`config.mk`:
```
export PLATFORM = sky130hd
export DESIGN_NAME = code_region_crc_integrity_monitor_top
export DESIGN_NICKNAME = d
export VERILOG_FILES = /design/src/hw/rtl/crcm_pkg.sv /design/src/hw/rtl/code_region_crc_integrity_monitor_top.sv /design/src/hw/rtl/crcm_front.sv /design/src/hw/rtl/crcm_fifo.sv /design/src/hw/rtl/crcm_back.sv
export VERILOG_INCLUDE_DIRS = /design/src /design/src/hw/rtl
export SDC_FILE = /design/constraint.sdc
export NUM_CORES = 1
export LEC_CHECK = 0
export BUFFER_PORTS_ARGS = -buffer_cell sky130_fd_sc_hd__clkbuf_2
export CAP_MARGIN = 30
export CORE_UTILIZATION = 45
export DETAILED_ROUTE_END_ITERATION = 6
export PLACE_DENSITY = 0.68
export SYNTH_ARGS = -nofsm -noshare
export SYNTH_HDL_FRONTEND = slang
export SYNTH_HIERARCHICAL = 1
export SYNTH_SLANG_ARGS = --single-unit
```
`constraint.sdc`:
```
create_clock -name clk_i -period 12.7 [get_ports clk_i]
set_clock_uncertainty 0.15 [all_clocks]
set_input_delay 1.27 -clock clk_i [delete_from_list [all_inputs] [get_ports clk_i]]
set_output_delay 1.27 -clock clk_i [all_outputs]
set_load 0.05 [all_outputs]
```
`src/hw/rtl/code_region_crc_integrity_monitor_top_macros.svh`:
```
// assertion macros shared by the rtl
`ifndef CODE_REGION_CRC_INTEGRITY_MONITOR_TOP_MACROS_SVH
`define CODE_REGION_CRC_INTEGRITY_MONITOR_TOP_MACROS_SVH

// checked only out of reset
`define CRCM_ASSERT(name, prop) \
  name: assert property (@(posedge clk_i) disable iff (!rst_ni) prop) \
    else $error("crcm assertion failed");

// checked on every edge
`define CRCM_ASSERT_ALWAYS(name, prop) \
  name: assert property (@(posedge clk_i) prop) \
    else $error("crcm assertion failed");

`endif

```
`src/hw/rtl/crcm_pkg.sv`:
```
`timescale 1ns / 1ps
package crcm_pkg;

  localparam int MaxEntries = 8;
  localparam int IdxW = (MaxEntries > 1) ? $clog2(MaxEntries) : 1;
  localparam int EcW = $clog2(MaxEntries + 1);
  localparam int QDepth = 4;

  localparam logic [31:0] CrcInit = 32'hFFFF_FFFF;
  localparam logic [31:0] CrcPoly = 32'hEDB8_8320;
  localparam logic [6:0] RegionLenReset = 7'd32;
  localparam logic [6:0] RegionLenMax = 7'd64;
  localparam logic [7:0] ViolMax = 8'd255;

  typedef enum logic [1:0] {
    CMD_CAPTURE = 2'd0,
    CMD_VERIFY  = 2'd1,
    CMD_FINISH  = 2'd2
  } cmd_e;

  typedef enum logic [2:0] {
    ST_STORED   = 3'd0,
    ST_FULL     = 3'd1,
    ST_OK       = 3'd2,
    ST_MODIFIED = 3'd3,
    ST_UNUSED   = 3'd4,
    ST_PASS     = 3'd5,
    ST_FAIL     = 3'd6
  } status_e;

  typedef enum logic [1:0] {
    OP_CAPTURE = 2'd0,
    OP_VERIFY  = 2'd1,
    OP_FINISH  = 2'd2
  } op_kind_e;

  typedef struct packed {
    op_kind_e    kind;
    logic [2:0]  slot;
    logic [31:0] crc;
  } op_t;

  typedef struct packed {
    status_e     status;
    logic [2:0]  entry_slot;
    logic [31:0] current_crc;
    logic [31:0] baseline_crc;
    logic [7:0]  violation_total;
  } res_t;

  function automatic logic [31:0] crc_byte(logic [31:0] crc, logic [7:0] b);
    logic [31:0] c;
    c = crc ^ {24'd0, b};
    for (int i = 0; i < 8; i++) begin
      c = c[0] ? ((c >> 1) ^ CrcPoly) : (c >> 1);
    end
    return c;
  endfunction

endpackage

```
`src/hw/rtl/code_region_crc_integrity_monitor_top.sv`:
```
`timescale 1ns / 1ps
// a result passes through the op queue write and then the result register after the item
// that closes its region or the finish item is accepted
// throughput: one item per cycle while the op queue is not full; the four-entry op queue absorbs result stalls
// reset: region length 32, crc all ones, byte, entry and violation counts zero
// baseline table contents are undefined until a capture region writes them
module code_region_crc_integrity_monitor_top (
  input  logic        clk_i,
  input  logic        rst_ni,
  input  logic        push,
  output logic        full,
  input  logic [1:0]  command_i,
  input  logic [2:0]  slot_i,
  input  logic [7:0]  data_byte_i,
  input  logic        cfg_we_i,
  input  logic [6:0]  cfg_wdata_i,
  output logic        empty,
  input  logic        pop,
  output logic [2:0]  status_o,
  output logic [2:0]  entry_slot_o,
  output logic [31:0] current_crc_o,
  output logic [31:0] baseline_crc_o,
  output logic [7:0]  violation_total_o
);
  import crcm_pkg::*;

  logic fe_valid, q_valid, q_ready, res_valid;
  op_t  fe_op, q_op;
  res_t res;

  crcm_front u_front (
    .clk_i       (clk_i),
    .rst_ni      (rst_ni),
    .push_i      (push),
    .full_i      (full),
    .command_i   (command_i),
    .slot_i      (slot_i),
    .data_byte_i (data_byte_i),
    .cfg_we_i    (cfg_we_i),
    .cfg_wdata_i (cfg_wdata_i),
    .op_valid_o  (fe_valid),
    .op_o        (fe_op)
  );

  crcm_fifo u_fifo (
    .clk_i      (clk_i),
    .rst_ni     (rst_ni),
    .wr_valid_i (fe_valid),
    .wr_op_i    (fe_op),
    .full_o     (full),
    .rd_ready_i (q_ready),
    .rd_valid_o (q_valid),
    .rd_op_o    (q_op)
  );

  crcm_back u_back (
    .clk_i       (clk_i),
    .rst_ni      (rst_ni),
    .op_valid_i  (q_valid),
    .op_i        (q_op),
    .op_ready_o  (q_ready),
    .res_valid_o (res_valid),
    .res_o       (res),
    .res_pop_i   (pop)
  );

  assign empty = !res_valid;
  assign status_o = res.status;
  assign entry_slot_o = res.entry_slot;
  assign current_crc_o = res.current_crc;
  assign baseline_crc_o = res.baseline_crc;
  assign violation_total_o = res.violation_total;

endmodule

```
`src/hw/rtl/crcm_front.sv`:
```
`timescale 1ns / 1ps
module crcm_front (
  input  logic              clk_i,
  input  logic              rst_ni,
  input  logic              push_i,
  input  logic              full_i,
  input  logic [1:0]        command_i,
  input  logic [2:0]        slot_i,
  input  logic [7:0]        data_byte_i,
  input  logic              cfg_we_i,
  input  logic [6:0]        cfg_wdata_i,
  output logic              op_valid_o,
  output crcm_pkg::op_t     op_o
);
  import crcm_pkg::*;

  logic [6:0]  region_len_q;
  logic [31:0] crc_q, crc_d;
  logic [6:0]  seen_q, seen_d;
  logic [6:0]  len_eff;
  logic [6:0]  seen_inc;
  logic [31:0] crc_next;
  logic        accept;

  assign accept = push_i && !full_i;
  assign len_eff = (region_len_q == 7'd0) ? 7'd1 :
                   (region_len_q > RegionLenMax) ? RegionLenMax : region_len_q;
  assign crc_next = crc_byte(crc_q, data_byte_i);
  assign seen_inc = seen_q + 7'd1;

  always_comb begin
    crc_d = crc_q;
    seen_d = seen_q;
    op_valid_o = 1'b0;
    op_o.kind = OP_FINISH;
    op_o.slot = slot_i;
    op_o.crc = ~crc_next;
    if (accept) begin
      case (command_i)
        CMD_FINISH: begin
          crc_d = CrcInit;
          seen_d = 7'd0;
          op_valid_o = 1'b1;
          op_o.kind = OP_FINISH;
        end
        CMD_CAPTURE, CMD_VERIFY: begin
          op_o.kind = (command_i == CMD_CAPTURE) ? OP_CAPTURE : OP_VERIFY;
          if (seen_inc >= len_eff) begin
            crc_d = CrcInit;
            seen_d = 7'd0;
            op_valid_o = 1'b1;
          end else begin
            crc_d = crc_next;
            seen_d = seen_inc;
          end
        end
        default: begin
        end
      endcase
    end
  end

  always_ff @(posedge clk_i or negedge rst_ni) begin
    if (!rst_ni) begin
      region_len_q <= RegionLenReset;
      crc_q <= CrcInit;
      seen_q <= 7'd0;
    end else begin
      if (cfg_we_i) begin
        region_len_q <= cfg_wdata_i;
      end
      crc_q <= crc_d;
      seen_q <= seen_d;
    end
  end

endmodule

```
`src/hw/rtl/crcm_fifo.sv`:
```
`timescale 1ns / 1ps
`include "code_region_crc_integrity_monitor_top_macros.svh"
module crcm_fifo (
  input  logic          clk_i,
  input  logic          rst_ni,
  input  logic          wr_valid_i,
  input  crcm_pkg::op_t wr_op_i,
  output logic          full_o,
  input  logic          rd_ready_i,
  output logic          rd_valid_o,
  output crcm_pkg::op_t rd_op_o
);
  import crcm_pkg::*;

  localparam int PtrW = (QDepth > 1) ? $clog2(QDepth) : 1;
  localparam int CntW = $clog2(QDepth + 1);

  op_t             mem_q [QDepth];
  logic [PtrW-1:0] wr_ptr_q, rd_ptr_q;
  logic [CntW-1:0] cnt_q;
  logic            do_wr, do_rd;

  assign full_o = (cnt_q == CntW'(QDepth));
  assign rd_valid_o = (cnt_q != '0);
  assign rd_op_o = mem_q[rd_ptr_q];
  assign do_wr = wr_valid_i && !full_o;
  assign do_rd = rd_ready_i && rd_valid_o;

  always_ff @(posedge clk_i) begin
    if (do_wr) begin
      mem_q[wr_ptr_q] <= wr_op_i;
    end
  end

  always_ff @(posedge clk_i or negedge rst_ni) begin
    if (!rst_ni) begin
      wr_ptr_q <= '0;
      rd_ptr_q <= '0;
      cnt_q <= '0;
    end else begin
      if (do_wr) begin
        wr_ptr_q <= (wr_ptr_q == PtrW'(QDepth - 1)) ? '0 : wr_ptr_q + 1'b1;
      end
      if (do_rd) begin
        rd_ptr_q <= (rd_ptr_q == PtrW'(QDepth - 1)) ? '0 : rd_ptr_q + 1'b1;
      end
      if (do_wr && !do_rd) begin
        cnt_q <= cnt_q + 1'b1;
      end else if (do_rd && !do_wr) begin
        cnt_q <= cnt_q - 1'b1;
      end
    end
  end

  `CRCM_ASSERT_ALWAYS(a_cnt_bound, cnt_q <= CntW'(QDepth))
  `CRCM_ASSERT(a_cnt_step, (do_wr && !do_rd) |=> cnt_q == $past(cnt_q) + 1'b1)
  `CRCM_ASSERT(a_empty_ptrs, (cnt_q == '0) |-> (wr_ptr_q == rd_ptr_q))

endmodule

```
`src/hw/rtl/crcm_back.sv`:
```
`timescale 1ns / 1ps
`include "code_region_crc_integrity_monitor_top_macros.svh"
module crcm_back (
  input  logic           clk_i,
  input  logic           rst_ni,
  input  logic           op_valid_i,
  input  crcm_pkg::op_t  op_i,
  output logic           op_ready_o,
  output logic           res_valid_o,
  output crcm_pkg::res_t res_o,
  input  logic           res_pop_i
);
  import crcm_pkg::*;

  logic [31:0]    table_q [MaxEntries];
  logic [EcW-1:0] ec_q, ec_d;
  logic [7:0]     viol_q, viol_d;
  logic           out_valid_q, out_valid_d;
  res_t           out_q, out_d;
  logic           take;
  logic           tbl_we;
  logic [EcW+2:0] slot_wide, ec_wide;
  logic [31:0]    base_rd;
  logic [7:0]     viol_inc;

  assign take = op_valid_i && (!out_valid_q || res_pop_i);
  assign op_ready_o = take;
  assign slot_wide = {{EcW{1'b0}}, op_i.slot};
  assign ec_wide = {3'd0, ec_q};
  assign base_rd = table_q[slot_wide[IdxW-1:0]];
  assign viol_inc = (viol_q == ViolMax) ? viol_q : viol_q + 8'd1;

  always_comb begin
    ec_d = ec_q;
    viol_d = viol_q;
    tbl_we = 1'b0;
    out_valid_d = out_valid_q && !res_pop_i;
    out_d = out_q;
    if (take) begin
      out_d.entry_slot = op_i.slot;
      out_d.current_crc = op_i.crc;
      out_d.baseline_crc = 32'd0;
      out_d.violation_total = viol_q;
      case (op_i.kind)
        OP_FINISH: begin
          out_valid_d = 1'b1;
          out_d.status = ((ec_q == '0) || (viol_q != 8'd0)) ? ST_FAIL : ST_PASS;
          out_d.entry_slot = 3'd0;
          out_d.current_crc = 32'd0;
          viol_d = 8'd0;
        end
        OP_CAPTURE: begin
          out_valid_d = 1'b1;
          if (ec_wide >= (EcW + 3)'(MaxEntries)) begin
            out_d.status = ST_FULL;
            out_d.entry_slot = 3'd0;
          end else begin
            out_d.status = ST_STORED;
            out_d.entry_slot = ec_wide[2:0];
            out_d.baseline_crc = op_i.crc;
            tbl_we = 1'b1;
            ec_d = ec_q + 1'b1;
          end
        end
        OP_VERIFY: begin
          out_valid_d = 1'b1;
          if ((slot_wide >= ec_wide) || (slot_wide >= (EcW + 3)'(MaxEntries))) begin
            out_d.status = ST_UNUSED;
          end else if (op_i.crc != base_rd) begin
            out_d.status = ST_MODIFIED;
            out_d.baseline_crc = base_rd;
            out_d.violation_total = viol_inc;
            viol_d = viol_inc;
          end else begin
            out_d.status = ST_OK;
            out_d.baseline_crc = base_rd;
          end
        end
        default: begin
          out_valid_d = 1'b0;
        end
      endcase
    end
  end

  always_ff @(posedge clk_i) begin
    if (tbl_we) begin
      table_q[ec_wide[IdxW-1:0]] <= op_i.crc;
    end
    out_q <= out_d;
  end

  always_ff @(posedge clk_i or negedge rst_ni) begin
    if (!rst_ni) begin
      ec_q <= '0;
      viol_q <= 8'd0;
      out_valid_q <= 1'b0;
    end else begin
      ec_q <= ec_d;
      viol_q <= viol_d;
      out_valid_q <= out_valid_d;
    end
  end

  assign res_valid_o = out_valid_q;
  assign res_o = out_q;

  `CRCM_ASSERT_ALWAYS(a_ec_bound, ec_wide <= (EcW + 3)'(MaxEntries))
  `CRCM_ASSERT(a_ec_grows, (ec_q != $past(ec_q)) |-> (ec_q == $past(ec_q) + 1'b1))
  `CRCM_ASSERT(a_viol_sat, (viol_q == ViolMax && !take) |=> viol_q == ViolMax)

endmodule

```
==> results of run 1 <==
-- metrics by stage --
stage	std cells	hold WS (ns)	area, sq um	utilization [%]
after global routing	2141	0.373	25700	52.0
after global placement	2039	0.311	23900	48.5
after CTS	2140	0.334	25600	52.0
after detailed placement	2042	0.323	24000	48.6
final	2141	0.330	25700	52.0
after floorplan	1312	0.295	22700	-
-- sequential cells by signal, indices dropped and copies added, names as in the netlist --
name,cells
u_back/table_q,256
u_fifo/mem_q,148
u_back/res_o,78
u_front/crc_q,32
u_back/viol_q,8
u_front/region_len_q,7
u_front/seen_q,7
u_back/ec_q,4
u_fifo/cnt_q,3
u_fifo/rd_ptr_q,2
u_fifo/wr_ptr_q,2
u_back/res_valid_o,1
-- logic make-up after synthesis --
kind of cell | count (synthesis) | synth area share [%]
flip-flops | 548 | 71.2
AND/OR/NAND/NOR | 244 | 5.37
multiplexers | 158 | 11.2
AO/OA/AOI/OAI | 148 | 4.30
XOR/XNOR | 111 | 4.78
buffers and inverters | 81 | 1.82
adder cells (fa/ha/maj) | 22 | 1.25
-- metal layers --
metal	track usage, %	wire length [um]	part of all wire, %	up-vias
met1	26.4	20800	43	6229
met5	0	0	0	-
met4	5.71	945	2.0	0
met2	31.1	23700	49	366
li1	-	-	-	5286
met3	3.12	2670	5.6	67
-- worst paths after layout --
kind,startpoint,to,cells after the start,slack (ns)
worst max-delay path,u_fifo/rd_ptr_q[0],u_back/res_o[1],12,7.54
worst min-delay path,u_fifo/cnt_q[2],u_fifo/cnt_q[2],1,0.33
worst max register to register,u_fifo/rd_ptr_q[0],u_back/res_o[1],12,7.54
worst min register to register,u_fifo/cnt_q[2],u_fifo/cnt_q[2],1,0.33
max in group asynchronous,rst_ni,u_fifo/rd_ptr_q[0],2,11.04
min in group asynchronous,rst_ni,u_front/region_len_q[2],2,0.73
-- placed cells by master (no fill, tap or decap), types with 8 or more instances in the layout --
master	netlist	layout
sky130_fd_sc_hd__edfxtp_1	482	482
sky130_fd_sc_hd__clkbuf_2	0	103
sky130_fd_sc_hd__mux4_2	73	72
sky130_fd_sc_hd__nand2_1	69	69
sky130_fd_sc_hd__xnor2_1	67	67
sky130_fd_sc_hd__nor2_1	65	58
sky130_fd_sc_hd__clkbuf_16	0	57
sky130_fd_sc_hd__mux2i_1	53	53
sky130_fd_sc_hd__nor2b_1	40	39
sky130_fd_sc_hd__o21ai_0	34	34
sky130_fd_sc_hd__dfstp_2	33	33
sky130_fd_sc_hd__xor2_1	32	32
sky130_fd_sc_hd__dfrtp_1	33	32
sky130_fd_sc_hd__mux2_2	30	30
sky130_fd_sc_hd__a21oi_1	24	24
sky130_fd_sc_hd__clkbuf_1	31	22
sky130_fd_sc_hd__buf_4	10	21
sky130_fd_sc_hd__ha_1	21	21
sky130_fd_sc_hd__a31oi_1	18	18
sky130_fd_sc_hd__inv_1	18	17
sky130_fd_sc_hd__a22oi_1	13	13
sky130_fd_sc_hd__a22o_1	10	10
sky130_fd_sc_hd__nand3_1	10	10
sky130_fd_sc_hd__nor3_1	13	9
sky130_fd_sc_hd__nand4_1	8	8
sky130_fd_sc_hd__xnor2_2	8	8
-- final cells by class --
cell class,count,area (sq um)
Timing Repair Buffer,129,766
Fill cell,3956,23700
Tap cell,664,831
Sequential cell,548,16200
Clock buffer,80,1520
Multi-Input combinational cell,683,6200
Inverter,19,73.8
Clock inverter,18,116
==> reports/summary.json, run 1 <==
{
  "synth_cell_types": {"value": 70},
  "cts.repair_timing.setup_buffer_count": {"value": 0},
  "post_syn_nets": {"value": 1359},
  "synth.top_cell.area_share": {"value": 63.8, "unit": "%"},
  "fp.dieArea": {"value": 51300, "unit": "sq um"},
  "die_w": {"value": 227, "unit": "um"},
  "dp_slack": {"value": 7.52, "unit": "ns"},
  "synthesis.instances": {"value": 1312},
  "hpwl": {"value": 29.7, "unit": "mm"},
  "drt-initial-drc-count": {"value": 1057},
  "gr-total-overflow": {"value": 0},
  "holdCritPathClass": {"value": "reg -> reg"},
  "critPathMaxStageDelay": {"value": 0.90, "unit": "ns"},
  "antenna_found_initial": {"value": 0},
  "synth.area.top_cells": {"value": "sky130_fd_sc_hd__edfxtp_1 64%, sky130_fd_sc_hd__mux4_2 7.2%, sky130_fd_sc_hd__dfstp_2 3.8%"},
  "tns": {"value": 0, "unit": "ns"},
  "number_of_hold_violations_in_the_final_report": {"value": 0},
  "cts_hold_buf": {"value": 0},
  "cts.clk_slew.worst_paths": {"value": 0.06, "unit": "ns"},
  "design.core.area": {"value": 49400, "unit": "sq um"},
  "crit_family": {"value": "multiplexers"},
  "finalNetCount": {"value": 1483},
  "synth_edf_count": {"value": 482},
  "drt_pre_antenna_iters": {"value": 5},
  "slew_viol_final": {"value": 0},
  "crit_buf_inv": {"value": 2},
  "tritoncts_clock_tree": {"value": "done"},
  "data_arrival_critical_path": {"value": 5.35, "unit": "ns"},
  "setup_repair_after_global_routing_missed_its_margin": {"value": "false"},
  "post_drt_wl_per_cell": {"value": 22.5, "unit": "um"},
  "post-route-period-util": {"value": 40.7, "unit": "%"},
  "grt_pass1_vias": {"value": 12000},
  "synth_largest_area_cell": {"value": "sky130_fd_sc_hd__edfxtp_1"},
  "groute.usage.overall": {"value": 19.1, "unit": "%"},
  "io-pin-count": {"value": 105},
  "setup_ws": {"value": 7.54, "unit": "ns"},
  "worstPathMaxFanout": {"value": 39},
  "synth.avg_cell_area": {"value": 17.3, "unit": "sq um"},
  "rows": {"value": 81},
  "area_of_the_mapped_netlist": {"value": 22700, "unit": "sq um"},
  "synthFlopType": {"value": "sky130_fd_sc_hd__edfxtp_1"},
  "maximum_number_of_pins_on_one_net_before_global_route_repair": {"value": 67},
  "timing.final.crit_period": {"value": 5.16, "unit": "ns"},
  "synth_warnings": {"value": 6},
  "synth-seq-cells": {"value": 548},
  "outcome": {"value": "complete, no violations"},
  "leading_cell_type_by_number_of_instances_after_synthesis": {"value": "sky130_fd_sc_hd__edfxtp_1"},
  "clock_tree.root_cell": {"value": "sky130_fd_sc_hd__clkbuf_16"},
  "clkSinkCount": {"value": 548},
  "synth_common_cells": {"value": "482 x sky130_fd_sc_hd__edfxtp_1, 73 x sky130_fd_sc_hd__mux4_2, 69 x sky130_fd_sc_hd__nand2_1"},
  "cts-htree-levels": {"value": 2},
  "drv_cap": {"value": 0},
  "setup_cp_type": {"value": "reg -> reg"},
  "synth_sequential_area_ratio": {"value": 71.2, "unit": "%"},
  "remaining_drc_errors": {"value": 0},
  "cp-start-kind": {"value": "flip-flop"},
  "worst-endpoint-required": {"value": 12.89, "unit": "ns"},
  "cts_made_buffers": {"value": 55},
  "number_of_diodes": {"value": 0},
  "crit_chain": {"value": "buf_4, mux4_2, inv_2, ha_1, nand2b_1, a21o_1, a21oi_1, nor2_1, or3_1, a21oi_2, and2_4, mux2_4"},
  "timing.critical_path.to_type": {"value": "flip-flop"},
  "share_of_post_route_cells_with_drive_strength_above_1": {"value": 25.9, "unit": "%"},
  "dieHeight": {"value": 227, "unit": "um"},
  "async_reset_ff_share": {"value": 12.0, "unit": "%"},
  "final_antenna_net_count": {"value": 0},
  "clock_tree.buffer_depth": {"value": 3},
  "max_slew_margin": {"value": 34.0, "unit": "%"},
  "cts-resized-gates": {"value": 0},
  "areaGrowthSynthToFinish": {"value": 13.2, "unit": "%"},
  "route.vias.total": {"value": 11900},
  "fmax": {"value": 194, "unit": "MHz"},
  "setup-violations-final": {"value": 0},
  "grt_pass1_wl": {"value": 72.3, "unit": "mm"},
  "finalWeightedCongestion": {"value": 0.849},
  "initial_core_util": {"value": 46.0, "unit": "%"},
  "critPathSlowestCell": {"value": "sky130_fd_sc_hd__mux4_2"},
  "clock_latency_at_the_later_pin_of_the_worst_skew_pair": {"value": 0.60, "unit": "ns"},
  "viasPerCell": {"value": 5.58},
  "timing_worst_slew_pin_value": {"value": 0.991, "unit": "ns"},
  "wirelength": {"value": 48.1, "unit": "mm"},
  "port-buffer-count": {"value": 104}
}
Power of run 1 is not shown: default switching activity piles up to over one toggle a cycle in this logic, so the estimate is an artifact.
==> inputs of run 2 (changes only) <==
--- a/config.mk
+++ b/config.mk
@@ -10,7 +10,7 @@
 export CAP_MARGIN = 30
 export CORE_UTILIZATION = 45
 export DETAILED_ROUTE_END_ITERATION = 6
-export PLACE_DENSITY = 0.68
+export PLACE_DENSITY = 0.71
 export SYNTH_ARGS = -nofsm -noshare
 export SYNTH_HDL_FRONTEND = slang
 export SYNTH_HIERARCHICAL = 1
==> constraint.sdc (replaced) <==
create_clock -name clk_i -period 4.5 [get_ports clk_i]
set_clock_uncertainty 0.15 [all_clocks]
set_input_delay 0.45 -clock clk_i [delete_from_list [all_inputs] [get_ports clk_i]]
set_output_delay 0.45 -clock clk_i [all_outputs]
set_load 0.05 [all_outputs]
==> reports/summary.json, run 2 (synthesis gave the netlist of run 1 again) <==
{
  "dieHeight": {"value": 227, "unit": "um", "change": "unchanged"},
  "timing_worst_slew_pin_value": {"value": 1.03, "unit": "ns", "change": "was 0.991 ns"},
  "wirelength": {"value": 48.6, "unit": "mm", "change": "was 48.1 mm"},
  "setup_ws": {"value": 0.352, "unit": "ns", "change": "was 7.54 ns"},
  "groute.usage.overall": {"value": 19.3, "unit": "%", "change": "was 19.1%"},
  "critPathSlowestCell": {"value": "sky130_fd_sc_hd__mux4_4", "change": "was sky130_fd_sc_hd__mux4_2"},
  "reg2reg_slack": {"value": 0.35, "unit": "ns", "change": "was 7.54 ns"},
  "areaGrowthSynthToFinish": {"value": 14.8, "unit": "%", "change": "was 13.2%"},
  "startpoint_of_the_worst_slack_reg_to_reg_timing_path": {"value": "u_fifo/rd_ptr_q[0]", "change": "unchanged"},
  "maximum_number_of_pins_on_one_net_before_global_route_repair": {"value": 56, "change": "was 67"},
  "clock_latency_at_the_later_pin_of_the_worst_skew_pair": {"value": 0.60, "unit": "ns", "change": "about the same"},
  "layout.core_utilization": {"value": 52.8, "unit": "%", "change": "was 52.0%"},
  "crit_chain": {"value": "mux4_4, buf_12, mux2_2, o22ai_2, nor3_1, nor4b_2, nand4_1, nor4_4, a21oi_2, and2_4, mux2_4", "change": "was buf_4, mux4_2, inv_2, ha_1, nand2b_1, a21o_1, a21oi_1, nor2_1, or3_1, a21oi_2, and2_4, mux2_4"},
  "finalNetCount": {"value": 1518, "change": "was 1,483"},
  "cts-htree-levels": {"value": 2, "change": "unchanged"},
  "post-route-period-util": {"value": 92.2, "unit": "%", "change": "was 40.7%"},
  "tns": {"value": 0, "unit": "ns", "change": "unchanged"},
  "layout.cells.most_common": {"value": "sky130_fd_sc_hd__edfxtp_1", "change": "unchanged"},
  "tritoncts_clock_tree": {"value": "done", "change": "unchanged"},
  "worstPathMaxFanout": {"value": 51, "change": "was 39"},
  "max_slew_margin": {"value": 31.1, "unit": "%", "change": "was 34.0%"},
  "drv_cap": {"value": 0, "change": "unchanged"},
  "share_of_post_route_cells_with_drive_strength_above_1": {"value": 27.2, "unit": "%", "change": "was 25.9%"},
  "io-pin-count": {"value": 105, "change": "unchanged"},
  "holdCritPathClass": {"value": "in -> reg", "change": "was reg -> reg"},
  "largest_register_ffs": {"value": 256, "change": "unchanged"},
  "cts_made_buffers": {"value": 54, "change": "was 55"},
  "mostFrequentLayoutCells": {"value": "482 x sky130_fd_sc_hd__edfxtp_1, 103 x sky130_fd_sc_hd__clkbuf_2, 72 x sky130_fd_sc_hd__mux4_2", "change": "unchanged"},
  "timing.rr.end": {"value": "u_back/res_o[1]", "change": "unchanged"},
  "route.vias.total": {"value": 12000, "change": "was 11,900"},
  "dp_slack": {"value": 0.306, "unit": "ns", "change": "was 7.52 ns"},
  "viasPerCell": {"value": 5.52, "change": "was 5.58"},
  "crit_buf_inv": {"value": 1, "change": "was 2"},
  "critical_path_cell_count": {"value": 11, "change": "was 12"},
  "clock_tree.root_cell": {"value": "sky130_fd_sc_hd__clkbuf_16", "change": "unchanged"},
  "setup-violations-final": {"value": 0, "change": "unchanged"},
  "grt_pass1_wl": {"value": 73.4, "unit": "mm", "change": "was 72.3 mm"},
  "hold_path_startpoint": {"value": "command_i[1]", "change": "was u_fifo/cnt_q[2]"},
  "design.core.area": {"value": 49400, "unit": "sq um", "change": "unchanged"},
  "fp.dieArea": {"value": 51300, "unit": "sq um", "change": "unchanged"},
  "hpwl": {"value": 30.8, "unit": "mm", "change": "was 29.7 mm"},
  "number_of_hold_violations_in_the_final_report": {"value": 0, "change": "unchanged"},
  "outcome": {"value": "complete, no violations", "change": "unchanged"},
  "post_drt_wl_per_cell": {"value": 22.3, "unit": "um", "change": "was 22.5 um"},
  "number_of_diodes": {"value": 0, "change": "unchanged"},
  "rows": {"value": 81, "change": "unchanged"},
  "grt_pass1_vias": {"value": 12100, "change": "was 12,000"},
  "die_w": {"value": 227, "unit": "um", "change": "unchanged"},
  "setup_cp_type": {"value": "reg -> reg", "change": "unchanged"},
  "clkSinkCount": {"value": 548, "change": "unchanged"},
  "hold-worst-slack": {"value": 0.0833, "unit": "ns", "change": "was 0.330 ns"},
  "setup_repair_after_global_routing_missed_its_margin": {"value": "false", "change": "unchanged"},
  "data_arrival_critical_path": {"value": 4.36, "unit": "ns", "change": "was 5.35 ns"},
  "port-buffer-count": {"value": 104, "change": "unchanged"},
  "antenna_found_initial": {"value": 1, "change": "was 0"},
  "drt-initial-drc-count": {"value": 977, "change": "was 1,057"},
  "remaining_drc_errors": {"value": 0, "change": "unchanged"},
  "setup.worst_path.start": {"value": "u_fifo/rd_ptr_q[0]", "change": "unchanged"},
  "fmax": {"value": 241, "unit": "MHz", "change": "was 194 MHz"},
  "clock_tree.buffer_depth": {"value": 3, "change": "unchanged"},
  "initial_core_util": {"value": 46.0, "unit": "%", "change": "unchanged"},
  "ff2ff_path_depth": {"value": 11, "change": "was 12"},
  "crit_family": {"value": "multiplexers", "change": "unchanged"},
  "final_antenna_net_count": {"value": 0, "change": "unchanged"},
  "drt_pre_antenna_iters": {"value": 7, "change": "was 5"},
  "finalWeightedCongestion": {"value": 0.809, "change": "was 0.849"},
  "cts.clk_slew.worst_paths": {"value": 0.07, "unit": "ns", "change": "was 0.06 ns"},
  "min_path_cells": {"value": 2, "change": "was 1"},
  "critPathMaxStageDelay": {"value": 0.92, "unit": "ns", "change": "was 0.90 ns"},
  "timing.final.crit_period": {"value": 4.15, "unit": "ns", "change": "was 5.16 ns"},
  "timing.critical_path.to_type": {"value": "flip-flop", "change": "unchanged"},
  "gr-total-overflow": {"value": 0, "change": "unchanged"},
  "endpoint": {"value": "u_back/res_o[1]", "change": "unchanged"},
  "cp-start-kind": {"value": "flip-flop", "change": "unchanged"},
  "worst-endpoint-required": {"value": 4.71, "unit": "ns", "change": "was 12.89 ns"},
  "slew_viol_final": {"value": 0, "change": "unchanged"},
  "cts.repair_timing.setup_buffer_count": {"value": 0, "change": "unchanged"}
}
[run 2: cell count changes in the layout (fill, tap and decap cells not counted), moves of 3 or more]
| cell | before | now |
|---|---|---|
| sky130_fd_sc_hd__and2_2 | 3 | 0 |
| sky130_fd_sc_hd__buf_4 | 21 | 44 |
| sky130_fd_sc_hd__clkinv_2 | 7 | 14 |
| sky130_fd_sc_hd__and2_1 | 5 | 8 |
| sky130_fd_sc_hd__dlygate4sd3_1 | 0 | 13 |
| sky130_fd_sc_hd__clkbuf_1 | 22 | 14 |
| sky130_fd_sc_hd__bufinv_16 | 1 | 4 |
| sky130_fd_sc_hd__clkinv_1 | 7 | 10 |
[run 2: per-layer routing]
layer  vias to the layer above  track usage [%]  wire length [um]
met5                         -                0                13
met4                         2             5.03              1010
met3                        75             3.55              2820
met2                       357             32.4             24400
met1                      6223             26.0             20300
li1                       5390                -                 -
[run 2: how the worst min path moves through the flow]
stage / to
floorplan: u_back/ec_q[0]
global placement: u_fifo/cnt_q[2]
detailed placement: u_fifo/cnt_q[2]
CTS: u_front/region_len_q[2]
global route: u_front/region_len_q[1]
finish: u_fifo/mem_q[0][36]
[run 2: cell type report]
class / count / area, sq um
Fill cell: 3929 / 23300
Sequential cell: 548 / 16200
Tap cell: 664 / 831
Clock buffer: 69 / 1430
Multi-Input combinational cell: 683 / 6200
Clock inverter: 33 / 288
Timing Repair Buffer: 165 / 1060
Inverter: 19 / 72.6
[run 2: stage by stage]
stage	area, sq um	cells
after floorplan	22700	1312
after global placement	24200	2066
after detailed placement	24200	2066
after CTS	26100	2181
after global routing	26100	2181
final	26100	2181
[run 2: repair_timing]
action,4_1_cts,5_1_grt
gates resized for setup,0,0
endpoints found under the setup margin,0,0
endpoints found under the hold margin,52,0
hold buffers,13,0
Power of run 2 is left out for the same reason.
